`config.mk`:
```
export PLATFORM = sky130hd
export DESIGN_NAME = gf2m_inverse_ext_euclid
export DESIGN_NICKNAME = d
export VERILOG_FILES = /design/src/gfie_pkg.sv /design/src/gfie_ctrl.sv /design/src/gfie_dp.sv /design/src/gf2m_inverse_ext_euclid.sv
export SDC_FILE = /design/constraint.sdc
export NUM_CORES = 1
export LEC_CHECK = 0
export BUFFER_PORTS_ARGS = -buffer_cell sky130_fd_sc_hd__buf_2
export CAP_MARGIN = 20
export CORE_MARGIN = 2
export CORE_UTILIZATION = 39
export CTS_CLUSTER_SIZE = 28
export DETAILED_ROUTE_END_ITERATION = 6
export PLACE_DENSITY = 0.59
export SYNTH_ARGS = -nofsm -noshare
export SYNTH_HDL_FRONTEND = slang
export SYNTH_SLANG_ARGS = --single-unit
```
`constraint.sdc`:
```
create_clock -name i_clk -period 3.6 [get_ports i_clk]
set_input_delay 1.08 -clock i_clk [delete_from_list [all_inputs] [get_ports i_clk]]
set_output_delay 1.08 -clock i_clk [all_outputs]
set_load 0.1 [all_outputs]
```
`src/gfie_pkg.sv`:
```
`timescale 1ns / 1ps
// Package for the GF(2^m) extended Euclidean inverter.
// Widths, register map, controller states and command/status structs; no dependencies.
package gfie_pkg;

    localparam int DEGREE  = 8;
    localparam int DW      = DEGREE + 1;
    localparam int SW      = $clog2(DW);
    localparam int TDATA_W = ((DEGREE + 7) / 8) * 8;
    localparam int AW      = 3;

    localparam logic [DW-1:0]   MOD_TOP   = DW'(1) << DEGREE;
    localparam logic [DW-1:0]   MOD_RESET = DW'(283);
    localparam logic [AW-3:0]   REG_MODULUS = '0;

    typedef enum logic [2:0] {
        ST_IDLE,
        ST_CHECK,
        ST_DIV,
        ST_NEXT,
        ST_FINISH
    } t_state;

    typedef struct packed {
        logic load;
        logic setup;
        logic step;
        logic rotate;
        logic finish;
    } t_cmd;

    typedef struct packed {
        logic u_one;
        logic u_zero;
        logic s_zero;
    } t_stat;

    // degree of a polynomial; zero polynomial gives 0
    function automatic logic [SW-1:0] poly_deg(input logic [DW-1:0] a);
        logic [SW-1:0] d;
        d = '0;
        for (int i = 0; i < DW; i++) begin
            if (a[i]) d = SW'(i);
        end
        return d;
    endfunction

endpackage

```
`src/gfie_ctrl.sv`:
```
`timescale 1ns / 1ps
// Controller FSM of the GF(2^m) inverter.
// Depends on gfie_pkg; drives commands to gfie_dp from its status.
module gfie_ctrl import gfie_pkg::*; (
    input  logic  i_clk,
    input  logic  i_rst_n,
    input  logic  i_in_valid,
    input  logic  i_out_free,
    input  t_stat i_stat,
    output logic  o_in_ready,
    output t_cmd  o_cmd
);

    t_state r_state;
    t_state n_state;

    always_ff @(posedge i_clk) begin
        if (!i_rst_n) begin
            r_state <= ST_IDLE;
        end else begin
            r_state <= n_state;
        end
    end

    always_comb begin
        n_state = r_state;
        case (r_state)
            ST_IDLE: begin
                if (i_in_valid) n_state = ST_CHECK;
            end
            ST_CHECK: begin
                if (i_stat.u_one || i_stat.u_zero) n_state = ST_FINISH;
                else n_state = ST_DIV;
            end
            ST_DIV: begin
                if (i_stat.s_zero) n_state = ST_NEXT;
            end
            ST_NEXT: begin
                n_state = ST_CHECK;
            end
            ST_FINISH: begin
                if (i_out_free) n_state = ST_IDLE;
            end
            default: begin
                n_state = ST_IDLE;
            end
        endcase
    end

    always_comb begin
        o_in_ready = 1'b0;
        o_cmd      = '0;
        case (r_state)
            ST_IDLE: begin
                o_in_ready = 1'b1;
                o_cmd.load = i_in_valid;
            end
            ST_CHECK: begin
                o_cmd.setup = !(i_stat.u_one || i_stat.u_zero);
            end
            ST_DIV: begin
                o_cmd.step = 1'b1;
            end
            ST_NEXT: begin
                o_cmd.rotate = 1'b1;
            end
            ST_FINISH: begin
                o_cmd.finish = i_out_free;
            end
            default: begin
                o_in_ready = 1'b0;
            end
        endcase
    end

endmodule

```
`src/gfie_dp.sv`:
```
`timescale 1ns / 1ps
// Datapath of the GF(2^m) inverter: remainder pair, cofactor pair,
// bit-serial division with interleaved cofactor multiply-reduce. Depends on gfie_pkg.
module gfie_dp import gfie_pkg::*; (
    input  logic              i_clk,
    input  t_cmd              i_cmd,
    input  logic [DEGREE-1:0] i_operand,
    input  logic [DW-1:0]     i_modulus,
    output t_stat             o_stat,
    output logic [DEGREE-1:0] o_x1
);

    logic [DW-1:0]     r_u, r_v, r_r;
    logic [DEGREE-1:0] r_x1, r_x2, r_acc;
    logic [SW-1:0]     r_du, r_s;

    logic [SW-1:0]     w_idx;
    logic              w_qbit;
    logic [DW-1:0]     w_acc_sh;
    logic [DW-1:0]     w_acc_red;
    logic [DEGREE-1:0] n_acc;
    logic [DW-1:0]     n_r;

    assign w_idx     = r_du + r_s;
    assign w_qbit    = r_r[w_idx];
    assign n_r       = w_qbit ? (r_r ^ (r_u << r_s)) : r_r;
    assign w_acc_sh  = {r_acc, 1'b0};
    assign w_acc_red = w_acc_sh[DEGREE] ? (w_acc_sh ^ i_modulus) : w_acc_sh;
    assign n_acc     = w_acc_red[DEGREE-1:0] ^ (w_qbit ? r_x1 : '0);

    always_ff @(posedge i_clk) begin
        if (i_cmd.load) begin
            r_u  <= {1'b0, i_operand};
            r_v  <= i_modulus;
            r_x1 <= DEGREE'(1);
            r_x2 <= '0;
        end
        if (i_cmd.setup) begin
            r_r   <= r_v;
            r_acc <= '0;
            r_du  <= poly_deg(r_u);
            r_s   <= poly_deg(r_v) - poly_deg(r_u);
        end
        if (i_cmd.step) begin
            r_r   <= n_r;
            r_acc <= n_acc;
            r_s   <= r_s - SW'(1);
        end
        if (i_cmd.rotate) begin
            r_v  <= r_u;
            r_u  <= r_r;
            r_x2 <= r_x1;
            r_x1 <= r_x2 ^ r_acc;
        end
    end

    assign o_stat.u_one  = (r_u == DW'(1));
    assign o_stat.u_zero = (r_u == '0);
    assign o_stat.s_zero = (r_s == '0);
    assign o_x1          = r_x1;

endmodule

```
`src/gf2m_inverse_ext_euclid.sv`:
```
`timescale 1ns / 1ps
// Top level: GF(2^m) inverse by extended Euclid, stream in/out, APB modulus register.
// Flow: the input transfer loads gfie_dp, then each Euclid round runs CHECK, the division loop
// in gfie_dp (one quotient bit per cycle) and NEXT, until FINISH loads the output register.
// Items are taken one at a time; the next transfer is taken only after the result is
// loaded into the output register, and FINISH waits while the output register is stalled.
// Reset (synchronous, active low): controller idle, output empty, modulus back to 0x11B.
module gf2m_inverse_ext_euclid import gfie_pkg::*; (
    input  logic               i_clk,
    input  logic               i_rst_n,
    input  logic               i_s_axis_tvalid,
    output logic               o_s_axis_tready,
    input  logic [TDATA_W-1:0] i_s_axis_tdata,   // [DEGREE-1:0] operand
    output logic               o_m_axis_tvalid,
    input  logic               i_m_axis_tready,
    output logic [TDATA_W-1:0] o_m_axis_tdata,   // [DEGREE-1:0] inverse
    output logic [0:0]         o_m_axis_tuser,   // [0] status
    input  logic               psel,
    input  logic               penable,
    input  logic               pwrite,
    input  logic [AW-1:0]      paddr,
    input  logic [31:0]        pwdata,
    output logic [31:0]        prdata,
    output logic               pready
);

    logic [DW-1:0]     r_modulus;
    logic              r_out_valid;
    logic [DEGREE-1:0] r_inverse;
    logic              r_status;

    logic              w_hit;
    logic              w_out_free;
    logic [DW-1:0]     w_modulus;
    logic [DEGREE-1:0] w_x1;
    t_cmd              w_cmd;
    t_stat             w_stat;

    assign pready = 1'b1;
    assign w_hit  = (paddr[AW-1:2] == REG_MODULUS);
    assign prdata = w_hit ? 32'(r_modulus) : '0;

    always_ff @(posedge i_clk) begin
        if (!i_rst_n) begin
            r_modulus <= MOD_RESET;
        end else if (psel && penable && pwrite && pready && w_hit) begin
            r_modulus <= pwdata[DW-1:0];
        end
    end

    assign w_modulus  = r_modulus | MOD_TOP;
    assign w_out_free = !r_out_valid || i_m_axis_tready;

    gfie_ctrl u_ctrl (
        .i_clk      (i_clk),
        .i_rst_n    (i_rst_n),
        .i_in_valid (i_s_axis_tvalid),
        .i_out_free (w_out_free),
        .i_stat     (w_stat),
        .o_in_ready (o_s_axis_tready),
        .o_cmd      (w_cmd)
    );

    gfie_dp u_dp (
        .i_clk     (i_clk),
        .i_cmd     (w_cmd),
        .i_operand (i_s_axis_tdata[DEGREE-1:0]),
        .i_modulus (w_modulus),
        .o_stat    (w_stat),
        .o_x1      (w_x1)
    );

    always_ff @(posedge i_clk) begin
        if (!i_rst_n) begin
            r_out_valid <= 1'b0;
        end else if (w_cmd.finish) begin
            r_out_valid <= 1'b1;
        end else if (i_m_axis_tready) begin
            r_out_valid <= 1'b0;
        end
    end

    always_ff @(posedge i_clk) begin
        if (w_cmd.finish) begin
            r_inverse <= w_stat.u_zero ? '0 : w_x1;
            r_status  <= w_stat.u_zero;
        end
    end

    assign o_m_axis_tvalid   = r_out_valid;
    assign o_m_axis_tdata    = TDATA_W'(r_inverse);
    assign o_m_axis_tuser[0] = r_status;

endmodule

```
# Word level (Yosys, flattened, before mapping)

Index checks and enable logic that the tools add are counted.

Register bits: 81
Input port bits: 50
Output and inout bits: 44
Logic and storage cells: 98

Add/subtract/negate cells: 3
Magnitude comparators: 1
Equal/unequal tests: 9
Shift operators: 1
Muxes and demuxes: 51
Bitwise gates (word level): 5
Reduce and logical (&&, ||, !) cells: 15

Operators with widths:

| operator              | count |
|---|---|
| $mux W9               | 8 |
| $mux W8               | 8 |
| $mux W4               | 12 |
| $mux W3               | 8 |
| $xor A8 B8 Y8         | 3 |
| $pmux W3 S5           | 1 |
| $mux W1               | 11 |
| $eq A9 B1 Y1 const B  | 1 |
| $logic_not A9 Y1      | 1 |
| $shl A9 B4 Y9         | 1 |
| $xor A9 B9 Y9         | 1 |
| $eq A3 B2 Y1 const B  | 2 |
| $ne A2 B1 Y1 const B  | 3 |
| $reduce_bool A2 Y1    | 3 |
| $lt A4 B5 Y1 const B  | 1 |
| $add A4 B4 Y4         | 1 |
| $bmux W1 S4           | 1 |
| $logic_not A4 Y1      | 1 |
| $mux W2               | 2 |
| $sub A4 B1 Y4 const B | 1 |
| $sub A4 B4 Y4         | 1 |
| $eq A3 B1 Y1 const B  | 1 |
| $eq A3 B3 Y1 const B  | 1 |
| $logic_and A1 B1 Y1   | 3 |
| other kinds (7)       | 9 |

# Logic depth before layout (Yosys ltp)

Gate-level depths: netlist of run 1.

Depth in word-level cells: 12
Gate-level depth with buffers: 11
Gate-level depth less buffers: 11

# Hierarchy

A second synthesis of run 1 with hierarchy kept.

Cell total of the unflattened synthesis: 472
Area total of the unflattened synthesis: 5,180.0 um^2

By module, submodules not included:

| module                  | times used | cells an instance | area an instance (um^2) | sequential area each (um^2) |
|---|---|---|---|---|
| gfie_dp                 | 1          | 352               | 3,963.8                 | 1,771.7 |
| gf2m_inverse_ext_euclid | 1          | 96                | 1,018.5                 | 470.5 |
| gfie_ctrl               | 1          | 24                | 197.7                   | 60.1 |

# Least setup slack after synthesis of run 1

No wires, ideal clock.

Path type: register to output
Start point: register u_ctrl.r_state[1]
End point: output port o_s_axis_tready
Arrival: 2.708 ns
Setup slack: -0.188 ns
Cell stages (with the launch flop): 4
Buffers on the path: 2
Cells stage by stage: dfxtp_1 clkbuf_1 clkbuf_1 nor3_1

Longest elaborated chain between the ends: 2

RTL lines:

| item                   | line                          | source |
|---|---|---|
| start, declared        | gfie_ctrl.sv:14               | `t_state r_state;` |
| start signal, assigned | gfie_ctrl.sv:21               | `r_state <= n_state;` |
| $logic_not A3 Y1       | gfie_ctrl.sv:53               | `case (r_state)` |
| $mux W1                | gfie_ctrl.sv:53               |  |
| end, declared          | gf2m_inverse_ext_euclid.sv:12 | `output logic o_s_axis_tready,` |

No other way between the ends.

# Worst setup path in the final report of run 1

Start point: register u_dp.r_s[0]
End point: register u_dp.r_r[3], enable pin

Longest elaborated chain between the ends: 5

RTL lines:

| item                          | line          | source |
|---|---|---|
| start, declared               | gfie_dp.sv:15 | `logic [SW-1:0] r_du, r_s;` |
| start signal, assigned        | gfie_dp.sv:42 | `r_s <= poly_deg(r_v) - poly_deg(r_u);` |
| start signal, assigned        | gfie_dp.sv:47 | `r_s <= r_s - SW'(1);` |
| $add A4 B4 Y4                 | gfie_dp.sv:24 | `assign w_idx = r_du + r_s;` |
| $bmux W1 S4                   | gfie_dp.sv:25 | `assign w_qbit = r_r[w_idx];` |
| $mux W1 (implied by the code) | gfie_dp.sv:25 |  |
| $ne A2 B1 Y1 (no line)        | -             |  |
| $reduce_and A2 Y1 (no line)   | -             |  |
| end signal, assigned          | gfie_dp.sv:39 | `r_r <= r_v;` |
| end signal, assigned          | gfie_dp.sv:45 | `r_r <= n_r;` |
| end, declared                 | gfie_dp.sv:13 | `logic [DW-1:0] r_u, r_v, r_r;` |

No other way between the ends. The select of a mux whose other input is x is not followed.
A chain may end at the register's enable or synchronous reset.

==> results.sh, run 1 <==
export IMPL_ctsHoldBuffers=0
export IMPL_initial_utilization_pct=39.9
export IMPL_async_reset_ff_share_pct=0
export IMPL_place_gp_congestion=0.816
export IMPL_slowest_delay_ns=0.64
export IMPL_crit_slowest_cell="fa_1"
export IMPL_period_minus_slack_ns=3.13
export IMPL_instances_no_fill=632
export IMPL_holdWs_ns=0.469
export IMPL_dp_hpwl_microns=7250
export IMPL_drive_gt1_share_pct=17.0
export IMPL_grt_max_degree=35
export IMPL_rsz0062_at_grt="no"
export IMPL_path_clk_slew_ns=0.06
export IMPL_cts_setup_buffers=0
export IMPL_areaGrowthSynthToFinish_pct=11.9
export IMPL_drt_iter0_drc=198
export IMPL_rr_endpoint="u_dp.r_r[3]$_DFFE_PP_"
export IMPL_synth_seq_cells=81
export IMPL_routed_wl_microns=10100
export IMPL_nFillCells=1107
export IMPL_yosysSeqAreaShare_pct=50.5
export IMPL_ir_worst_vdd_mv=0.277
export IMPL_worst_clock_skew_ns=0.00745
export IMPL_cp_required_ns=3.69
export IMPL_synth_simple_area_share_pct=20.6
export IMPL_startpoint="u_dp.r_s[0]$_DFFE_PN_"
export IMPL_worst_slack_ns=0.474
export IMPL_synthAdderAreaFrac_pct=2.80
export IMPL_cp_arrival_ns=3.22
export IMPL_status="finished, final reports clean"
export IMPL_tritoncts_num_buffers=9
export IMPL_p_sw_uw=885
export IMPL_rows=39
export IMPL_fin_crit_sh_pct=86.8
export IMPL_clkSinkCount=81
export IMPL_cts_root_buffer="clkbuf_16"
export IMPL_core_sq_mm=0.0114
export IMPL_avgSynthCellArea_sq_um=10.2
export IMPL_netSwitchingFraction_pct=33.0
export IMPL_synth_edf_count=68
export IMPL_place_ws_ns=0.495
export IMPL_critPathKind="reg -> reg"
export IMPL_synth_top_family_by_area="simple AND/OR/NAND/NOR gates"
export IMPL_netlist_instances=445
export IMPL_p_comb_share_pct=24.3
export IMPL_p_int_uw=1800
export IMPL_clkPwrFrac_pct=30.8
export IMPL_diodes=0
export IMPL_vias=3292
export IMPL_design_power_total_uw=2680
export IMPL_setup_viol=0
export IMPL_maxCapViolCount=0
export IMPL_cp_end_kind="register"
export IMPL_finish_net_count=543
export IMPL_synth_xor_area_share_pct=5.95
export IMPL_ioPinCount=94
export IMPL_synth_flop_cell="edfxtp_1"
export IMPL_clk_latency_ns=0.34
export IMPL_htree_levels=3
export IMPL_route_detailed_drc=0
export IMPL_post_drt_wl_per_cell_microns=16.0
export IMPL_syn_area_sq_mm=0.00456
export IMPL_die_w_microns=112
export IMPL_start_kind="register"
export IMPL_synth_compound_area_share_pct=6.58
export IMPL_r2r_start="u_dp.r_s[0]$_DFFE_PN_"
export IMPL_die_y_microns=112
export IMPL_p_per_area_mw_per_mm2=525
export IMPL_ys_warnings_count=0
export IMPL_worst_pin_slew_ns=0.711
export IMPL_yosys_mux_area_fraction_pct=6.20
export IMPL_dp_cells=615
export IMPL_hold_viol_final=0
export IMPL_postRouteAntennaNets=0
export IMPL_synthTopCellsByArea="edfxtp_1, nand2_1, dfxtp_1, buf_4, xnor2_1"
export IMPL_slew_viol_final=0
export IMPL_fmax_ghz=0.320
export IMPL_cts_max_path_buffers=2
export IMPL_cts_tree="yes"
export IMPL_avgViaCountPerCell=5.21
export IMPL_leakagePower_uw=0.00207
export IMPL_synth_top_area_share_pct=44.8
export IMPL_drt_pass1_iter_count=4
export IMPL_track_usage_pct=16.8
export IMPL_synth_top_area_cell="edfxtp_1"
export IMPL_ys_types=47
export IMPL_r2r_cells=9
export IMPL_gr_total_overflow=0
export IMPL_path_max_fanout=17
export IMPL_antenna_found_initial=0
export IMPL_slew_headroom_pct=52.5
export IMPL_hp_class="reg -> reg"
export IMPL_io_buffers=44
export IMPL_path_cells="ha_1, inv_1, fa_1, mux4_1, mux2_2, or3_1, nand3_1, o21ai_0, buf_4"
export IMPL_crit_path_end="u_dp.r_r[3]$_DFFE_PP_"
export IMPL_rrSetupSlack_ns=0.47
export IMPL_die_area_sq_mm=0.0126
export IMPL_power_share_sequential_pct=44.9
export IMPL_grt_pass1_wl_microns=16600
export IMPL_grt_pass1_vias=3132
export IMPL_cts_resized=0
synth_stat cells (all sizes together), types with 3 or more instances:
master / instances
nand2: 91
edfxtp: 68
buf: 29
nor2: 25
nor2b: 21
xnor2: 20
clkbuf: 18
o21ai: 16
mux2i: 14
a21oi: 13
dfxtp: 13
and3: 11
inv: 11
xor2: 11
nor3: 9
nand3: 8
a31oi: 7
and4: 7
ha: 7
a21boi: 5
mux4: 5
nand2b: 4
nor3b: 4
a21o: 3
nor4: 3
through the flow:
stage          area, sq um  TNS, ns  util, %
2_1_floorplan         4650   -0.788        -
3_3_place_gp          4830        0     42.3
3_5_place_dp          4830        0     42.3
4_1_cts               5100        0     44.6
5_1_grt               5100        0     44.7
6_report              5100        0     44.7
power groups by stage:
stage	Sequential (uW)	Clock (uW)	Combinational, uW
5_1_grt	1220	879	710
3_5_place_dp	1220	0	650
3_3_place_gp	1220	0	639
2_1_floorplan	1180	0	580
4_1_cts	1200	841	653
6_report	1200	825	653
registers in the layout, indices dropped and copies added, names as in the netlist:
| signal | cells |
|---|---|
| r_modulus | 9 |
| u_dp.r_r | 9 |
| u_dp.r_u | 9 |
| u_dp.r_v | 9 |
| o_m_axis_tdata | 8 |
| u_dp.o_x1 | 8 |
| u_dp.r_acc | 8 |
| u_dp.r_x2 | 8 |
| u_dp.r_du | 4 |
| u_dp.r_s | 4 |
| u_ctrl.r_state | 3 |
| o_m_axis_tuser | 1 |
| o_m_axis_tvalid | 1 |
layout make-up:
type	instances	area, sq um	area share, %
multi-input combinational	328	2030	39.8
timing repair buffer	53	288	5.64
sequential	81	2300	45.1
clock buffer	10	229	4.49
tap	143	179	3.50
clock inverter	6	36.3	0.711
inverter	11	41.3	0.809
layer usage:
metal | wire, microns | vias up | part of all wire, % | global-route usage, %
met5 | 0 | - | 0 | 0
met2 | 4690 | 108 | 46 | 25.6
met3 | 506 | 13 | 5.0 | 3.24
met4 | 143 | 0 | 1.4 | 6.18
met1 | 4760 | 1597 | 47 | 24.1
li1 | - | 1574 | - | -
cell families after synthesis:
logic type | count (synthesis)
buffers and inverters | 58
DFF | 81
adders and majority gates | 9
other | 2
and+or+nand+nor | 193
muxes | 21
xor gates and xnor gates | 31
AOI/OAI and AO/OA | 50
placed cells by master (no fill, tap or decap), types with 2 or more instances in the layout:
cell / instances
a21oi_1: 11
dfxtp_1: 13
mux2_2: 2
clkinvlp_4: 2
nand4b_1: 2
nor3b_1: 4
a22oi_1: 2
buf_4: 9
nor2_1: 25
clkinv_1: 2
o21bai_1: 2
or3_1: 2
nor3_1: 8
and4_2: 7
xnor2_1: 20
nand2b_1: 4
xor2_1: 11
clkbuf_16: 9
fa_1: 2
edfxtp_1: 68
a31oi_1: 7
mux4_1: 2
ha_1: 7
nand3_1: 8
buf_2: 44
nand2_1: 91
a21boi_0: 5
nor2b_1: 21
o21ai_0: 15
inv_1: 11
nor4_1: 3
a21o_1: 3
conb_1: 24
and3_1: 11
mux4_2: 3
mux2i_1: 14
worst max-delay path: cells and delay by family (launching register included):
kind / cells / cell delay, ns
AO/OA/AOI/OAI: 1 / 0.10
adder cells (fa/ha/maj): 2 / 0.81
buffers and inverters: 2 / 0.27
flip-flops: 1 / 0.35
multiplexers: 2 / 0.60
AND/OR/NAND/NOR: 2 / 0.75
worst min path at each step:
stage                         startpoint                         to  slack [ns]  depth (start not counted)
6_report       r_modulus[8]$_SDFFE_PN1P_  r_modulus[8]$_SDFFE_PN1P_        0.47                          2
5_1_grt        r_modulus[8]$_SDFFE_PN1P_  r_modulus[8]$_SDFFE_PN1P_        0.50                          2
4_1_cts        r_modulus[8]$_SDFFE_PN1P_  r_modulus[8]$_SDFFE_PN1P_        0.47                          2
3_5_place_dp   r_modulus[8]$_SDFFE_PN1P_  r_modulus[8]$_SDFFE_PN1P_        0.45                          2
3_3_place_gp   r_modulus[8]$_SDFFE_PN1P_  r_modulus[8]$_SDFFE_PN1P_        0.45                          2
2_1_floorplan  r_modulus[8]$_SDFFE_PN1P_  r_modulus[8]$_SDFFE_PN1P_        0.43                          2
Power figures use the tool's default switching activity.
==> inputs of run 2 (changes only) <==
--- a/config.mk
+++ b/config.mk
@@ -8,10 +8,10 @@
 export BUFFER_PORTS_ARGS = -buffer_cell sky130_fd_sc_hd__buf_2
 export CAP_MARGIN = 20
 export CORE_MARGIN = 2
-export CORE_UTILIZATION = 39
+export CORE_UTILIZATION = 55
 export CTS_CLUSTER_SIZE = 28
 export DETAILED_ROUTE_END_ITERATION = 6
-export PLACE_DENSITY = 0.59
+export PLACE_DENSITY = 0.79
 export SYNTH_ARGS = -nofsm -noshare
 export SYNTH_HDL_FRONTEND = slang
 export SYNTH_SLANG_ARGS = --single-unit
==> run 2 against run 1 <==
Maximum frequency barely moved; core utilization increased by 17 points; design area shrank 1.5%; flip-flop and latch count stayed put; largest power group unchanged; total power grew 0.17%; non-clock buffer count decreased by 2; combinational power hardly changed.
==> results.sh, run 2 (synthesis gave the netlist of run 1 again) <==
export IMPL_fmax_ghz=0.320
export IMPL_ctsHoldBuffers=0
export IMPL_cts_root_buffer="clkbuf_8"
export IMPL_critPathKind="reg -> reg"
export IMPL_slew_headroom_pct=35.7
export IMPL_cts_resized=0
export IMPL_fin_tns_setup_ns=0
export IMPL_antenna_found_initial=0
export IMPL_worst_clock_skew_ns=0.0120
export IMPL_path_max_fanout=17
export IMPL_drt_pass1_iter_count=5
export IMPL_clk_latency_ns=0.36
export IMPL_cts_setup_buffers=0
export IMPL_cts_tree="yes"
export IMPL_avgViaCountPerCell=5.67
export IMPL_die_w_microns=95.1
export IMPL_cp_top_family="adder cells"
export IMPL_grt_max_degree=29
export IMPL_rsz0062_at_grt="no"
export IMPL_path_clk_slew_ns=0.09
export IMPL_cp_buffers_inverters=2
export IMPL_period_minus_slack_ns=3.13
export IMPL_grt_pass1_wl_microns=16100
export IMPL_track_usage_pct=23.8
export IMPL_leakagePower_uw=0.00207
export IMPL_die_area_sq_mm=0.00904
export IMPL_clkSinkCount=81
export IMPL_cts_max_path_buffers=2
export IMPL_fin_crit_sh_pct=86.9
export IMPL_status="finished, final reports clean"
export IMPL_layout_commonest_cell="nand2_1"
export IMPL_htree_levels=3
export IMPL_holdWs_ns=0.489
export IMPL_initial_utilization_pct=56.1
export IMPL_gr_total_overflow=0
export IMPL_path_cells="ha_1, inv_1, fa_1, mux4_1, mux2_2, or3_1, nand3_1, o21ai_0, buf_4"
export IMPL_cp_end_kind="register"
export IMPL_vias=3357
export IMPL_start_kind="register"
export IMPL_route_detailed_drc=0
export IMPL_crit_slowest_cell="fa_1"
export IMPL_rows=33
export IMPL_ir_worst_vdd_mv=0.295
export IMPL_core_sq_mm=0.00813
export IMPL_ioPinCount=94
export IMPL_io_buffers=44
export IMPL_mostFrequentLayoutCells="nand2_1, edfxtp_1, buf_2"
export IMPL_p_per_area_mw_per_mm2=534
export IMPL_slowest_delay_ns=0.62
export IMPL_hp_class="reg -> reg"
export IMPL_areaGrowthSynthToFinish_pct=10.2
export IMPL_hold_viol_final=0
export IMPL_setup_viol=0
export IMPL_dp_hpwl_microns=7020
export IMPL_routed_wl_microns=9980
export IMPL_tritoncts_num_buffers=9
export IMPL_cp_required_ns=3.71
export IMPL_diodes=0
export IMPL_slew_viol_final=0
export IMPL_worst_pin_slew_ns=0.961
export IMPL_post_drt_wl_per_cell_microns=16.9
export IMPL_maxCapViolCount=0
export IMPL_drive_gt1_share_pct=17.2
export IMPL_cp_arrival_ns=3.23
export IMPL_grt_pass1_vias=3152
export IMPL_drt_iter0_drc=286
export IMPL_finish_net_count=541
export IMPL_postRouteAntennaNets=0
export IMPL_place_gp_congestion=0.886
export IMPL_die_y_microns=95.1
run 2: cell count changes in the layout (fill, tap and decap cells not counted):
cell / delta
clkbuf_8: +10
clkbuf_16: -9
bufinv_16: +3
buf_4: -2
clkinv_1: -2
clkinvlp_4: -2
clkbuf_1: -1
inv_6: +1
run 2: path summary, 6_finish.rpt:
| check | from | to | slack, ns | depth (start not counted) |
|---|---|---|---|---|
| setup / recovery | u_dp.r_s[0]$_DFFE_PN_ | u_dp.r_r[4]$_DFFE_PP_ | 0.47 | 9 |
| hold / removal | r_modulus[8]$_SDFFE_PN1P_ | r_modulus[8]$_SDFFE_PN1P_ | 0.49 | 2 |
| setup reg to reg | u_dp.r_s[0]$_DFFE_PN_ | u_dp.r_r[4]$_DFFE_PP_ | 0.47 | 9 |
| hold reg to reg | r_modulus[8]$_SDFFE_PN1P_ | r_modulus[8]$_SDFFE_PN1P_ | 0.49 | 2 |
run 2: cell type report:
class	instances	area, sq um
fill	621	3110
sequential	81	2300
multi-input combinational	328	2030
timing repair buffer	51	273
clock buffer	10	138
tap	105	131
clock inverter	6	113
inverter	11	41.3
run 2: per-stage QoR:
stage | instance area (sq um) | setup slack, ns | util [%] | std cells | power (uW)
finish | 5030 | 0.473 | 61.8 | 592 | 2690
global route | 5030 | 0.382 | 61.8 | 592 | 2790
CTS | 5030 | 0.466 | 61.8 | 592 | 2690
detailed placement | 4780 | 0.505 | 58.7 | 576 | 1870
global placement | 4780 | 0.588 | 58.7 | 576 | 1850
floorplan | 4650 | -0.0875 | - | 467 | 1760
run 2: layer usage:
metal  global-route usage (%)  share of wire [%]  up-vias
li1                         -                  -     1575
met1                     33.1                 43     1584
met2                     36.3                 47      174
met3                     4.03                7.6       24
met4                     11.7                3.0        0
met5                        0                  0        -
run 2: report_power, final:
group	leakage, uW	switching, uW	internal, uW
Sequential	0.000740	93.3	1110
Combinational	0.00120	435	219
Clock	0.000127	343	482
Total	0.00207	871	1820
run 2: tightest hold or removal path, stage by stage, from the launching register on:
cell     delay [ns]
dfxtp_1        0.32
nand2_1        0.05
nand3_1        0.07
==> inputs of run 3 (changes only) <==
--- a/config.mk
+++ b/config.mk
@@ -12,6 +12,7 @@
 export CTS_CLUSTER_SIZE = 28
 export DETAILED_ROUTE_END_ITERATION = 6
 export PLACE_DENSITY = 0.79
+export RECOVER_POWER = 100
 export SYNTH_ARGS = -nofsm -noshare
 export SYNTH_HDL_FRONTEND = slang
 export SYNTH_SLANG_ARGS = --single-unit
==> run 3 against run 2 <==
Routed wire length is 0.30% lower; highest routed layer unchanged; clock skew is 0.0020 ns lower; flip-flop and latch count stayed put; critical path depth stayed put; combinational power is 1% lower.
==> results.sh, run 3 (synthesis gave the netlist of run 1 again) <==
export IMPL_hp_class="reg -> reg"
export IMPL_p_per_area_mw_per_mm2=537
export IMPL_track_usage_pct=23.8
export IMPL_cp_end_kind="register"
export IMPL_p_comb_share_pct=24.1
export IMPL_grt_max_degree=29
export IMPL_ctsHoldBuffers=0
export IMPL_rows=33
export IMPL_start_kind="register"
export IMPL_postRouteAntennaNets=0
export IMPL_cts_resized=0
export IMPL_p_sw_uw=872
export IMPL_worst_pin_slew_ns=1.27
export IMPL_final_seq_area_sq_mm=0.00230
export IMPL_clkPwrFrac_pct=30.8
export IMPL_grt_pass1_vias=3152
export IMPL_post_drt_wl_per_cell_microns=16.8
export IMPL_vias=3347
export IMPL_power_share_sequential_pct=45.1
export IMPL_p_int_uw=1810
export IMPL_status="finished, final reports clean"
export IMPL_die_y_microns=95.1
export IMPL_gr_total_overflow=0
export IMPL_nFillCells=632
export IMPL_maxCapViolCount=0
export IMPL_layout_commonest_cell="nand2_1"
export IMPL_areaGrowthSynthToFinish_pct=9.38
export IMPL_die_area_sq_mm=0.00904
export IMPL_grt_pass1_wl_microns=16100
export IMPL_ioPinCount=94
export IMPL_path_clk_slew_ns=0.09
export IMPL_leakagePower_uw=0.00202
export IMPL_cts_tree="yes"
export IMPL_clkSinkCount=81
export IMPL_setup_viol=0
export IMPL_place_ws_ns=0.505
export IMPL_tritoncts_num_buffers=9
export IMPL_worst_slack_ns=0.331
export IMPL_antenna_found_initial=0
export IMPL_fin_crit_sh_pct=90.8
export IMPL_ir_worst_vdd_mv=0.295
export IMPL_io_buffers=44
export IMPL_mostFrequentLayoutCells="nand2_1, edfxtp_1, nor2_1"
export IMPL_cts_root_buffer="clkbuf_8"
export IMPL_cp_required_ns=3.67
export IMPL_critPathKind="reg -> reg"
export IMPL_hold_viol_final=0
export IMPL_initial_utilization_pct=56.1
export IMPL_rsz0062_at_grt="no"
export IMPL_drive_gt1_share_pct=13.8
export IMPL_netSwitchingFraction_pct=32.5
export IMPL_multiInputGateArea_sq_mm=0.00202
export IMPL_fmax_ghz=0.306
export IMPL_avgViaCountPerCell=5.65
export IMPL_worst_clock_skew_ns=0.00992
export IMPL_route_detailed_drc=0
export IMPL_drt_pass1_iter_count=5
export IMPL_slew_headroom_pct=15.6
export IMPL_drt_iter0_drc=306
export IMPL_clk_latency_ns=0.36
export IMPL_htree_levels=3
export IMPL_utilization_pct=61.3
export IMPL_finish_net_count=541
export IMPL_design_power_total_uw=2680
export IMPL_die_w_microns=95.1
export IMPL_path_max_fanout=17
export IMPL_cts_max_path_buffers=2
export IMPL_period_minus_slack_ns=3.27
export IMPL_diodes=0
export IMPL_routed_wl_microns=9950
export IMPL_cp_arrival_ns=3.34
export IMPL_slew_viol_final=0
export IMPL_place_gp_congestion=0.886
export IMPL_dp_hpwl_microns=7020
export IMPL_cts_setup_buffers=0
export IMPL_core_sq_mm=0.00813
run 3: layout make-up:
cell class                 instances  share of cell area (%)
sequential                        81                    46.2
multi-input combinational        328                    40.5
timing repair buffer              51                    4.92
clock buffer                      10                    2.76
tap                              105                    2.63
clock inverter                     6                    2.26
inverter                          11                   0.828
run 3: final timing paths:
kind,to,slack (ns),cells past startpoint,start
max,u_dp.r_r[3]$_DFFE_PP_,0.33,9,u_dp.r_s[0]$_DFFE_PN_
min,r_modulus[8]$_SDFFE_PN1P_,0.49,2,r_modulus[8]$_SDFFE_PN1P_
max reg2reg,u_dp.r_r[3]$_DFFE_PP_,0.33,9,u_dp.r_s[0]$_DFFE_PN_
min reg2reg,r_modulus[8]$_SDFFE_PN1P_,0.49,2,r_modulus[8]$_SDFFE_PN1P_
run 3: routing by layer:
metal	global-route usage [%]	vias to the layer above	part of all wire (%)
met2	36.3	165	47
met3	4.03	25	7.6
met1	33.1	1575	42
li1	-	1582	-
met5	0	-	0
met4	11.7	0	2.9
run 3: power groups by stage:
stage          Combinational (uW)  Clock [uW]  Sequential (uW)
2_1_floorplan                 580           0             1180
3_3_place_gp                  626           0             1220
3_5_place_dp                  645           0             1220
4_1_cts                       654         828             1200
5_1_grt                       697         864             1220
6_report                      646         826             1210
run 3: worst max-delay path: stages (launching register included):
cell and delay (ns):
edfxtp_1 0.36, ha_1 0.17, inv_1 0.06, fa_1 0.61, mux4_1 0.29, mux2_1 0.35, or3_1 0.59, nand3_1 0.19
o21ai_0 0.10, clkbuf_2 0.25
run 3: through the flow:
step	hold WS (ns)	instances	cell area [sq um]	setup TNS (ns)
4_1_cts	0.493	592	5030	0
6_report	0.489	592	4990	0
5_1_grt	0.534	592	4990	0
2_1_floorplan	0.433	467	4650	-0.788
3_5_place_dp	0.475	576	4780	0
3_3_place_gp	0.447	576	4780	0
